--- src/rtl/core/mqes_pkg.sv ---
package mqes_pkg;

    // Fixed field widths of the block.
    localparam int TIME_W     = 48;
    localparam int DRAW_W     = 32;
    localparam int COUNT_W    = 32;
    localparam int AREA_W     = 64;
    localparam int FRAC_W     = 16;
    localparam int DIVIDEND_W = AREA_W + FRAC_W;
    localparam int DIV_CNT_W  = $clog2(DIVIDEND_W);

    localparam logic [TIME_W-1:0]  TIME_MAX  = {TIME_W{1'b1}};
    localparam logic [AREA_W-1:0]  AREA_MAX  = {AREA_W{1'b1}};
    localparam logic [COUNT_W-1:0] COUNT_MAX = {COUNT_W{1'b1}};
    localparam logic [31:0]        Q_MAX     = 32'hFFFF_FFFF;

    localparam logic [DRAW_W-1:0] COLLECT_RESET = DRAW_W'(100) << FRAC_W;
    localparam logic [TIME_W-1:0] SIM_END_RESET = TIME_W'(100000) << FRAC_W;

    // Configuration register indexes.
    localparam logic [1:0] REG_COLLECT = 2'd0;
    localparam logic [1:0] REG_SIM_END = 2'd1;

    // Event kinds.
    localparam logic [1:0] EV_START   = 2'd0;
    localparam logic [1:0] EV_COLLECT = 2'd1;
    localparam logic [1:0] EV_ARRIVAL = 2'd2;
    localparam logic [1:0] EV_DEPART  = 2'd3;

    // Sequencer states.
    typedef enum logic [10:0] {
        ST_IDLE   = 11'b000_0000_0001,
        ST_DECIDE = 11'b000_0000_0010,
        ST_A_DT   = 11'b000_0000_0100,
        ST_A_LO   = 11'b000_0000_1000,
        ST_A_HI   = 11'b000_0001_0000,
        ST_A_MRG  = 11'b000_0010_0000,
        ST_A_ADD  = 11'b000_0100_0000,
        ST_L_MUL  = 11'b000_1000_0000,
        ST_D_GO   = 11'b001_0000_0000,
        ST_D_WAIT = 11'b010_0000_0000,
        ST_FINISH = 11'b100_0000_0000
    } state_t;

    // Which area accumulator is being updated.
    typedef enum logic [1:0] {
        AR_OCC = 2'd0,
        AR_ARR = 2'd1,
        AR_DEP = 2'd2
    } area_sel_t;

    // Which statistic the divider is working on.
    typedef enum logic [1:0] {
        DV_EN   = 2'd0,
        DV_EW   = 2'd1,
        DV_LEW  = 2'd2,
        DV_UTIL = 2'd3
    } div_step_t;

endpackage

--- src/rtl/core/mqes_mul.sv ---
module mqes_mul
(
    input  logic        clk,
    input  logic [31:0] a,
    input  logic [31:0] b,
    output logic [63:0] p
);
    import mqes_pkg::*;

    logic [63:0] p_reg;

    // Registered 32x32 product, available in the cycle after the operands.
    always_ff @(posedge clk)
    begin
        p_reg <= 64'(a) * 64'(b);
    end

    assign p = p_reg;

endmodule

--- config.mk ---
export PLATFORM = sky130hd
export DESIGN_NAME = mqes_mul
export DESIGN_NICKNAME = d
export VERILOG_FILES = /design/src/rtl/core/mqes_pkg.sv /design/src/rtl/core/mqes_mul.sv
export SDC_FILE = /design/constraint.sdc
export NUM_CORES = 2
export LEC_CHECK = 0
export BUFFER_PORTS_ARGS = -buffer_cell sky130_fd_sc_hd__clkbuf_2
export CAP_MARGIN = 20
export CORE_ASPECT_RATIO = 0.7
export CORE_MARGIN = 5
export CORE_UTILIZATION = 60
export DETAILED_ROUTE_END_ITERATION = 12
export PLACE_DENSITY = 0.78
export SYNTH_ARGS = -nofsm -noshare
export SYNTH_HDL_FRONTEND = slang
export SYNTH_SLANG_ARGS = --single-unit
--- constraint.sdc ---
create_clock -name clk -period 19.2 [get_ports clk]
set_input_delay 3.84 -clock clk [delete_from_list [all_inputs] [get_ports clk]]
set_output_delay 3.84 -clock clk [all_outputs]
set_load 0.05 [all_outputs]
# Word-level counts from Yosys, hierarchy flattened

Cells that the tools add are included.

Flip-flop bits (word level): 64
Bits in latches: 0
Bits in writable memories: 0
Bits in read-only memories: 0
Input port bits: 65
Output and inout bits: 64
Word-level logic and storage cells: 2
Memories kept: 0

Add/subtract/negate cells: 0
Multiply operators: 1
Divide/modulo/power cells: 0
Magnitude comparators: 0
Equal/unequal tests: 0
Shift-type cells: 0
Multiplexer cells: 0
Bitwise gates (word level): 0
Reduce and logical (&&, ||, !) cells: 0

Operators with widths:

| cell           | number |
|---|---|
| $mul 32x32->64 | 1 |

# Depth between registers and ports, before layout

Depth after elaboration: 1
Depth in mapped cells: 29
Mapped depth without buffers: 27

# Worst setup path after synthesis

OpenSTA, ideal clock, no wires.

Path kind: input to register
From: input a[25]
To: register p_reg[62] (netlist: p[62])
Setup time: 72 ps
Arrival time: 10521 ps
Required time: 19128 ps
Setup slack: 8607 ps
Stages on the path: 25
Cell sequence: clkbuf_1 nand2_1 fa_1 inv_1 fa_1 inv_1 fa_1 inv_1 fa_1 fa_1 fa_1 fa_1 inv_1 fa_1 inv_1 ha_1 buf_2 nand4_1 or4_1 or3_1 a31oi_1 a31o_2 a211oi_1 o21ai_1 xor2_1

Cells in the longest elaborated chain, start to end: 1

RTL lines:

| what                   | RTL line       | text |
|---|---|---|
| start: declaration     | mqes_mul.sv:4  | `input logic [31:0] a,` |
| $mul 32x32->64         | mqes_mul.sv:15 | `p_reg <= 64'(a) * 64'(b);` |
| end signal: assignment | mqes_mul.sv:15 |  |
| end: declaration       | mqes_mul.sv:10 | `logic [63:0] p_reg;` |

No other way between the ends.

# Worst setup path after layout

From: input a[17]
To: register p_reg[62] (netlist: p[62])

The elaborated chain is that of the path after synthesis.

==> flow_summary.json <==
{
  "rows": 73,
  "synth_edf_count": 0,
  "top_layer": "met5",
  "die_w_um": 297,
  "cp_cell_sequence": "clkbuf_2 > and2_1 > fa_1 > fa_1 > inv_1 > fa_1 > fa_1 > inv_1 > fa_1 > fa_1 > fa_1 > fa_1 > ha_1 > nand4_1 > or4_1 > or3_1 > a31oi_1 > a31o_2 > a211oi_1 > o21ai_1 > xor2_1",
  "htreeDepth": 3,
  "design_area_um2": 35900,
  "antenna_found_initial": 1,
  "layout_setup_ws_ns": 7.39,
  "path_max_fanout": 32,
  "finalSetupViolations": 0,
  "critPathKind": "primary input to register",
  "final_max_slew_viol_count": 0,
  "multi_input_area_um2": 29300,
  "outcome": "complete, no violations",
  "slowest_delay_ns": 0.71,
  "antenna_left": 0,
  "route.met2.wl_mm": 39.5,
  "clockRootBuffer": "clkbuf_16",
  "slew_headroom_pct": 30.5,
  "grt_max_degree": 33,
  "grt_pass1_wl_mm": 160,
  "cts_tree": "yes",
  "hold_path.class": "primary input to register",
  "placed_cell_area_um2": 35500,
  "numCtsBuffers": 9,
  "synthArstFlopShare_pct": 0,
  "routed_via_density": 5.69,
  "final_util_pct": 62.9,
  "route.vias.total": 25200,
  "netlist_instances": 3748,
  "seq_area_frac_synth_pct": 3.69,
  "period_minus_slack_ns": 11.81,
  "met3WireLength_mm": 17.4,
  "end_kind": "register",
  "finalSetupTns_ns": 0,
  "cts_num_sinks": 64,
  "hold_buffers": 0,
  "rsz0062_at_grt": "false",
  "path_clk_slew_ns": 0.06,
  "final_nets": 4907,
  "core_um2": 57000,
  "dr.pass1.iters": 6,
  "synth_area_um2": 34700,
  "seq_area_um2": 1280,
  "synth_cell_type_count": 57,
  "routedLengthMet1_mm": 41.8,
  "wirelength_mm": 99.9,
  "io_pins": 129,
  "syn_area_per_cell_um2": 9.25,
  "die_area_um2": 62800,
  "grt_usage_pct": 33.3,
  "cts_buffer_depth": 2,
  "fmaxAchievable_mhz": 84.7,
  "fillCellCount": 4720,
  "finalCritPeriodShare_pct": 61.5,
  "initialDrtViolationCount": 2324,
  "crit_required_ns": 19.50,
  "io_buffer_count": 128,
  "grt_pass1_vias": 27400,
  "die-height_um": 211,
  "dp_slack_ns": 7.28,
  "drc": 0,
  "cpMostUsedCell": "fa_1",
  "post_cts_buffers": 0,
  "dp_hpwl_mm": 77.7,
  "area_delta_synth_final_pct": 3.44,
  "globalplace.congestion": 1.01,
  "synthFlopType": "dfxtp_1",
  "cts.repair.resized": 0,
  "worst_pin_slew_ns": 1.04,
  "yosysTopAreaCell": "fa_1",
  "finalHoldViolations": 0,
  "largest_reg_flops": 64,
  "cap_violations": 0,
  "syn_nets": 4972,
  "crit_arrival_ns": 12.10,
  "drive_gt1_share_pct": 4.80,
  "start_util_pct": 60.8,
  "drt-wirelength-per-cell_um": 22.5,
  "synth_area_leaders": "fa_1, and2_1, ha_1, inv_1, nand2_1",
  "synth_seq_cells": 64,
  "crit_path_start_kind": "primary input",
  "netlist.area_leader.share_pct": 51.7,
  "slowest_stage": "fa_1",
  "ys_warn_count": 0,
  "n_antenna_cell": 0,
  "gr-total-overflow": 0
}
## cells in the final DEF, fill, tap and decap left out, types with 21 or more instances in the layout
cell type	synthesis	routed
xnor2_1	35	35
nand2_1	480	480
xor2_1	25	25
dfxtp_1	64	64
nand4_1	23	23
fa_1	896	896
a21o_1	40	40
a21oi_1	63	63
clkbuf_2	0	128
o21ai_0	21	21
ha_1	263	263
inv_1	865	865
and2_1	602	602
## logic make-up (layout without fill, tap and decap cells)
kind of cell / after synthesis / in the layout / synth area share [%]
XOR/XNOR: 60 / 60 / 1.52
AO/OA/AOI/OAI: 202 / 202 / 4.15
multiplexers: 1 / 1 / 0.0289
adder cells (fa/ha/maj): 1159 / 1159 / 61.2
AND/OR/NAND/NOR: 1177 / 1177 / 17.6
flip-flops: 64 / 64 / 3.69
buffers and inverters: 1085 / 1025 / 11.8
## metal layers
metal	GRT usage, %	vias to the layer above
met5	0.521	-
met4	4.90	2
met3	17.9	123
met2	45.4	1598
met1	48.3	12800
li1	-	10700
## final cells by class
| class | count | area share, % |
|---|---|---|
| Sequential cell | 64 | 3.57 |
| Inverter | 865 | 9.05 |
| Multi-Input combinational cell | 2599 | 81.7 |
| Timing Repair Buffer | 144 | 2.12 |
| Clock buffer | 9 | 0.628 |
| Tap cell | 750 | 2.62 |
| Clock inverter | 7 | 0.286 |
## worst max-delay path: cells and delay by family
family / cells / cell delay (ns)
fa+ha+maj: 9 / 4.73
simple gates: 4 / 1.51
compound gates: 4 / 1.17
buf+inv: 3 / 0.68
xor+xnor: 1 / 0.15
## Yosys cell counts, types with 12 or more instances
master,instances
fa_1,896
inv_1,865
and2_1,602
nand2_1,480
ha_1,263
clkbuf_1,213
dfxtp_1,64
a21oi_1,63
a21o_1,40
xnor2_1,35
xor2_1,25
nand4_1,23
o21ai_0,21
nor2_1,20
and3_1,14
a31oi_1,12
## final timing paths
| kind | from | endpoint | slack [ns] | cells past startpoint |
|---|---|---|---|---|
| worst max-delay path | a[17] | p[62]$_DFF_P_ | 7.39 | 21 |
| worst min-delay path | a[0] | p[0]$_DFF_P_ | 4.05 | 3 |
## through the flow
| stage | hold WS [ns] | std cells |
|---|---|---|
| after floorplan | 3.97 | 3748 |
| after global placement | 4.34 | 4422 |
| after detailed placement | 4.34 | 4422 |
| after CTS | 4.03 | 4438 |
| after global routing | 4.07 | 4438 |
| final | 4.05 | 4438 |
Power is left out: the tool's default activity adds up to more than one toggle a clock period on the data nets, which glitch-free logic cannot reach.
