===== src/rtl/core/mqes_pkg.sv =====
package mqes_pkg;

    // Fixed field widths of the block.
    localparam int TIME_W     = 48;
    localparam int DRAW_W     = 32;
    localparam int COUNT_W    = 32;
    localparam int AREA_W     = 64;
    localparam int FRAC_W     = 16;
    localparam int DIVIDEND_W = AREA_W + FRAC_W;
    localparam int DIV_CNT_W  = $clog2(DIVIDEND_W);

    localparam logic [TIME_W-1:0]  TIME_MAX  = {TIME_W{1'b1}};
    localparam logic [AREA_W-1:0]  AREA_MAX  = {AREA_W{1'b1}};
    localparam logic [COUNT_W-1:0] COUNT_MAX = {COUNT_W{1'b1}};
    localparam logic [31:0]        Q_MAX     = 32'hFFFF_FFFF;

    localparam logic [DRAW_W-1:0] COLLECT_RESET = DRAW_W'(100) << FRAC_W;
    localparam logic [TIME_W-1:0] SIM_END_RESET = TIME_W'(100000) << FRAC_W;

    // Configuration register indexes.
    localparam logic [1:0] REG_COLLECT = 2'd0;
    localparam logic [1:0] REG_SIM_END = 2'd1;

    // Event kinds.
    localparam logic [1:0] EV_START   = 2'd0;
    localparam logic [1:0] EV_COLLECT = 2'd1;
    localparam logic [1:0] EV_ARRIVAL = 2'd2;
    localparam logic [1:0] EV_DEPART  = 2'd3;

    // Sequencer states.
    typedef enum logic [10:0] {
        ST_IDLE   = 11'b000_0000_0001,
        ST_DECIDE = 11'b000_0000_0010,
        ST_A_DT   = 11'b000_0000_0100,
        ST_A_LO   = 11'b000_0000_1000,
        ST_A_HI   = 11'b000_0001_0000,
        ST_A_MRG  = 11'b000_0010_0000,
        ST_A_ADD  = 11'b000_0100_0000,
        ST_L_MUL  = 11'b000_1000_0000,
        ST_D_GO   = 11'b001_0000_0000,
        ST_D_WAIT = 11'b010_0000_0000,
        ST_FINISH = 11'b100_0000_0000
    } state_t;

    // Which area accumulator is being updated.
    typedef enum logic [1:0] {
        AR_OCC = 2'd0,
        AR_ARR = 2'd1,
        AR_DEP = 2'd2
    } area_sel_t;

    // Which statistic the divider is working on.
    typedef enum logic [1:0] {
        DV_EN   = 2'd0,
        DV_EW   = 2'd1,
        DV_LEW  = 2'd2,
        DV_UTIL = 2'd3
    } div_step_t;

endpackage


===== src/rtl/core/mqes_div.sv =====
module mqes_div
(
    input  logic                            clk,
    input  logic                            rst_n,
    input  logic                            start,
    input  logic [mqes_pkg::DIVIDEND_W-1:0] dividend,
    input  logic [mqes_pkg::TIME_W-1:0]     divisor,
    output logic                            done,
    output logic [31:0]                     quotient
);
    import mqes_pkg::*;

    logic                  busy_reg;
    logic                  done_reg;
    logic [DIV_CNT_W-1:0]  cnt_reg;
    logic [DIVIDEND_W-1:0] dvd_reg;
    logic [TIME_W-1:0]     d_reg;
    logic [TIME_W-1:0]     r_reg;
    logic [32:0]           q_reg;
    logic                  sticky_reg;
    logic [31:0]           quot_reg;

    logic [TIME_W:0]       r_sh;
    logic                  ge;
    logic [TIME_W:0]       r_sub;
    logic [TIME_W-1:0]     r_next;
    logic [32:0]           q_next;
    logic                  sticky_next;

    // One quotient bit per cycle, restoring form.
    always_comb
    begin
        r_sh        = {r_reg, dvd_reg[DIVIDEND_W-1]};
        ge          = r_sh >= {1'b0, d_reg};
        r_sub       = r_sh - {1'b0, d_reg};
        r_next      = ge ? r_sub[TIME_W-1:0] : r_sh[TIME_W-1:0];
        q_next      = {q_reg[31:0], ge};
        sticky_next = sticky_reg | q_reg[32];
    end

    // Control: busy flag, bit counter and done pulse.
    always_ff @(posedge clk or negedge rst_n)
    begin
        if (!rst_n)
        begin
            busy_reg <= 1'b0;
            done_reg <= 1'b0;
            cnt_reg  <= '0;
        end
        else
        begin
            done_reg <= 1'b0;
            if (start)
            begin
                if (divisor == '0)
                begin
                    done_reg <= 1'b1;
                end
                else
                begin
                    busy_reg <= 1'b1;
                    cnt_reg  <= DIV_CNT_W'(DIVIDEND_W - 1);
                end
            end
            else if (busy_reg)
            begin
                cnt_reg <= cnt_reg - 1'b1;
                if (cnt_reg == '0)
                begin
                    busy_reg <= 1'b0;
                    done_reg <= 1'b1;
                end
            end
        end
    end

    // Data path of the divider.
    always_ff @(posedge clk)
    begin
        if (start)
        begin
            dvd_reg    <= dividend;
            d_reg      <= divisor;
            r_reg      <= '0;
            q_reg      <= '0;
            sticky_reg <= 1'b0;
            quot_reg   <= '0;
        end
        else if (busy_reg)
        begin
            dvd_reg    <= dvd_reg << 1;
            r_reg      <= r_next;
            q_reg      <= q_next;
            sticky_reg <= sticky_next;
            if (cnt_reg == '0)
            begin
                quot_reg <= (sticky_next | q_next[32]) ? Q_MAX : q_next[31:0];
            end
        end
    end

    assign done     = done_reg;
    assign quotient = quot_reg;

endmodule

===== config.mk =====
export PLATFORM = sky130hd
export DESIGN_NAME = mqes_div
export DESIGN_NICKNAME = d
export VERILOG_FILES = /design/src/rtl/core/mqes_pkg.sv /design/src/rtl/core/mqes_div.sv
export SDC_FILE = /design/constraint.sdc
export NUM_CORES = 1
export LEC_CHECK = 0
export BUFFER_PORTS_ARGS = -buffer_cell sky130_fd_sc_hd__clkbuf_2
export CORE_ASPECT_RATIO = 1.2
export CORE_MARGIN = 8
export CORE_UTILIZATION = 35
export DETAILED_ROUTE_END_ITERATION = 16
export HOLD_SLACK_MARGIN = 0.05
export SLEW_MARGIN = 40
export SYNTH_ARGS = -nofsm -noshare
export SYNTH_HDL_FRONTEND = slang
export SYNTH_SLANG_ARGS = --single-unit

===== constraint.sdc =====
create_clock -name clk -period 4.67 [get_ports clk]
set_clock_uncertainty 0.2 [all_clocks]
set_input_delay 0.934 -clock clk [delete_from_list [all_inputs] [get_ports clk]]
set_output_delay 0.934 -clock clk [all_outputs]
set_load 0.1 [all_outputs]

Word level (Yosys, flattened, before mapping)
Index checks and enable logic that the tools add are counted.
{"block": "word_totals", "regBits": 251, "latch_bits": 0, "mem_bits_rw": 0, "rom_bits": 0, "inputBits": 131, "out_inout_bits": 33, "word_cells": 35, "n_memories": 0}
{"block": "classes", "addsub": 2, "multipliers": 0, "div_mod_pow": 0, "n_lt_le_gt_ge": 1, "eq_ne": 1, "shifts": 0, "muxes": 15, "bitwise_logic": 2, "n_reduce_logical": 5}
{"operator": "80-bit 2-to-1 mux", "count": 2}
{"operator": "49-bit by 48-bit greater-or-equal comparator with 1-bit output", "count": 1}
{"operator": "48-bit zero test", "count": 1}
{"operator": "48-bit 2-to-1 mux", "count": 1}
{"operator": "48-bit subtractor", "count": 1}
{"operator": "32-bit 2-to-1 mux", "count": 1}
{"operator": "7-bit 2-to-1 mux", "count": 3}
{"operator": "1-bit 2-to-1 mux", "count": 8}
{"operator": "7-bit zero test", "count": 1}
{"operator": "7-bit by 1-bit subtractor with 7-bit output, second input constant", "count": 1}
{"operator": "2-bit AND reduction", "count": 2}
{"operator": "2-bit inequality test, second input constant", "count": 1}
{"operator": "1-bit bitwise OR", "count": 2}
{"operator": "2-bit nonzero test", "count": 1}

Depth between registers and ports, before layout
{"block": "logic_depth", "word_depth": 4, "ltp_mapped": 14}

Worst setup path after synthesis
No wires, ideal clock.
{"block": "synth_path", "kind": "input -> register", "startpoint": "in start", "endpoint": "reg dvd_reg[0] (enable)", "arrival_time_ps": 2999, "setup_slack_ps": 1038, "cell_stages": 4, "path_cell_list": "clkbuf_1 nor2_1 clkbuf_1 inv_1"}
{"block": "synth_via", "elab_chain_cells": 1}
{"item": "start: declaration", "line_no": "mqes_div.sv:5", "rtl": "input logic start,"}
{"item": "2-bit nonzero test (no line)"}
{"item": "end signal: assignment", "line_no": "mqes_div.sv:82", "rtl": "dvd_reg <= dividend;"}
{"item": "end signal: assignment", "line_no": "mqes_div.sv:91", "rtl": "dvd_reg <= dvd_reg << 1;"}
{"item": "end: declaration", "line_no": "mqes_div.sv:16", "rtl": "logic [DIVIDEND_W-1:0] dvd_reg;"}
Every way passes these cells.
A chain may end at the register's enable or synchronous reset.

Worst setup path after layout
{"block": "layout_path", "startpoint": "reg dvd_reg[79]", "endpoint": "reg r_reg[40]"}
{"block": "layout_via", "elab_chain_cells": 2, "elab_cells_between_ends": 3, "cone_classes": "add/sub (1); order compare (1); mux (1)"}
{"item": "48-bit subtractor or 49-bit by 48-bit greater-or-equal comparator with 1-bit output (tied branches)", "line_no": "mqes_div.sv:35, mqes_div.sv:34"}
{"item": "48-bit 2-to-1 mux *", "line_no": "mqes_div.sv:36", "rtl": "r_next = ge ? r_sub[TIME_W-1:0] : r_sh[TIME_W-1:0];"}
{"item": "end signal: assignment", "line_no": "mqes_div.sv:92", "rtl": "r_reg <= r_next;"}
{"item": "end: declaration", "line_no": "mqes_div.sv:18", "rtl": "logic [TIME_W-1:0] r_reg;"}
Mark *: on every way between the ends. The rest lies on a longest branch, timed or not.

==> results.yml <==
status:
  status: "complete, no violations"
floorplan:
  floorplan.rows: 76
  dieArea_mm2: 0.0430
  initial_core_util: 0.356
  die_h_um: 226
  ioPinCount: 164
  core_mm2: 0.0359
  die_width_um: 191
timing:
  setup_ws_ns: 1.09
  relSlewSlack: 0.456
  setup_tns_ns: 0
  rsz0062_at_grt: "false"
  tightest_slew_ns: 0.812
  setup_viol: 0
  whs_ns: 0.263
  slew_viol_final: 0
  timing.fmax_mhz: 279
  hold_viol: 0
  finalCritPeriodShare: 0.767
  period_needed_ns: 3.58
logic_synthesis:
  synth_ff_type: "edfxtp_1"
  synthDistinctLibCells: 67
  syn_nets: 1426
  yosysTopAreaCell: "edfxtp_1"
  syn_area_mm2: 0.0128
  async_reset_ff_frac: 0.0359
  synth-seq-area-share: 0.496
  syn_inst: 1244
  ys_ff_latch: 251
  synth-edff-count: 128
  syn_avg_cell_area_um2: 10.3
  synth_top_area_frac: 0.300
  synth_warnings: 0
  synth_area_leaders: "edfxtp_1, dfxtp_1, mux2_2"
cts:
  cts_tree: "done"
  clkSlewWorstSetupHoldPaths_ns: 0.06
  ctsRootBufferMaster: "clkbuf_16"
  clock-sinks: 251
  cts_resized: 0
  ctsLongestPathBuffers: 3
  cts_made_buffers: 28
  clkLatencyLatePin_ns: 0.55
  postCtsSetupBuffers: 0
  htree_levels: 1
critical_path:
  cp-startpoint: "dvd_reg[79]$_DFFE_PP_"
  critical_path_required_ns: 4.89
  rrSetupSlack_ns: 1.09
  cp_max_fo: 5
  cp-start-kind: "flip-flop"
  end_kind: "flip-flop"
  critPathKind: "flip-flop to flip-flop"
  reg2reg_depth: 13
  r2r-start: "dvd_reg[79]$_DFFE_PP_"
  rr_endpoint: "r_reg[40]$_SDFFE_PP0P_"
  arrival_ns: 3.80
worst_hold_path:
  hold_class: "flip-flop to flip-flop"
  whs_path_depth: 1
  hold_start: "cnt_reg[0]$_DFFE_PN0P_"
  hold_path_end: "cnt_reg[0]$_DFFE_PN0P_"
detailed_routing:
  wl_um: 32500
  drc: 0
  vias: 9647
  wl_per_cell_um: 17.3
  firstDrtPassIters: 4
  via_per_inst: 5.14
  ant_nets: 0
  drtIter0Drc: 459
layout:
  layout-drive-gt1-share: 0.225
  largest_reg_flops: 80
  n_antenna_cell: 0
  syn_to_final_growth_pct: 17.6
  fin_nets: 1570
  final_cell_mix: "nor2_1, clkbuf_2, edfxtp_1, dfxtp_1, mux2_2"
  layout_commonest_cell: "nor2_1"
power:
  power_density_mw_per_mm2: 522
  vdd_drop_max_mv: 0.310
  leakagePower_nw: 6.51
global_route:
  grt_max_degree: 79
  overflow: 0
  grt_pass1_vias: 10100
  grt_pass1_wl_um: 52300
  antenna_found_initial: 3
  track_usage: 0.149
placed_design:
  place.gp.congestion: 0.908
  dpl_worst_slack_ns: 1.18
  dp_hpwl_um: 23700
  port_buffers: 163
flow_run:
  drv_cap: 0
-- kinds of logic after synthesis --
group,after synthesis,synth area share
AO/OA/AOI/OAI,252,0.131
XOR/XNOR,41,0.0280
adder cells (fa/ha/maj),51,0.0504
buffers and inverters,129,0.0416
flip-flops,251,0.496
multiplexers,142,0.119
AND/OR/NAND/NOR,378,0.134
-- how the worst max path moves through the flow --
| stage | depth (start not counted) | slack (ns) | to |
|---|---|---|---|
| 6_report | 13 | 1.09 | r_reg[40]$_SDFFE_PP0P_ |
| 5_1_grt | 13 | 0.91 | r_reg[40]$_SDFFE_PP0P_ |
| 4_1_cts | 13 | 1.17 | r_reg[40]$_SDFFE_PP0P_ |
| 3_5_place_dp | 12 | 1.18 | r_reg[24]$_SDFFE_PP0P_ |
| 3_3_place_gp | 6 | 1.04 | cnt_reg[0]$_DFFE_PN0P_ |
| 2_1_floorplan | 4 | 1.04 | dvd_reg[0]$_SDFFCE_PN0P_ |
-- cell type report --
cell class	count	area [um2]
timing repair buffer	180	956
sequential	251	6350
fill	3536	20900
tap	468	586
clock buffer	42	858
multi-input combinational	864	5940
inverter	63	236
clock inverter	9	133
-- routing by layer --
layer	vias to the layer above	routed length [um]	GRT usage
met5	-	36	0
met4	6	1150	0.0591
met3	75	2030	0.0412
met2	216	15900	0.258
met1	4513	13400	0.171
li1	4837	-	-
-- through the flow --
stage                     area, um2  total power [mW]  std cells  utilization
after global routing          15100              8.35       1877        0.419
after detailed placement      14100              5.54       1825        0.391
after floorplan               12800              4.89       1244            -
final                         15100              7.86       1877        0.419
after CTS                     15100              7.94       1877        0.419
after global placement        14000              5.51       1824        0.391
-- cell usage after synthesis, drive strengths merged, types with 8 or more instances --
master and number:
nor2 165, edfxtp 128, dfxtp 114, mux2 82, nand2 69, a21oi 65, inv 62, mux2i 60
nor3 52, ha 50, clkbuf 48, o21ai 48, a211oi 35, a21o 28, xor2 22, nand4 21
xnor2 19, buf 18, nand3 18, nor4 18, a22oi 9, dfrtp 9, o21a 9, a31oi 8
-- critical path, stage by stage, from the launching register on --
cell and delay (ns):
edfxtp_1 0.36, inv_1 0.06, ha_1 0.22, fa_1 0.41, inv_1 0.09, a21oi_1 0.06
o21ai_0 0.28, a31o_2 0.26, a31oi_1 0.23, o221ai_1 0.41, buf_2 0.28, mux2_2 0.35
o311ai_0 0.11, o21ai_0 0.12
-- report_power, final --
part	internal (mW)	total, mW	switching, mW
Combinational	1.12	2.68	1.57
Clock	1.44	2.34	0.905
Sequential	2.63	2.84	0.202
Total	5.19	7.86	2.67
-- timing repair --
action | CTS | global route
hold buffers | 1 | 0
endpoints found under the setup margin | 0 | 0
endpoints found under the hold margin | 9 | 0
No activity file was read; power rests on OpenSTA's default activity.
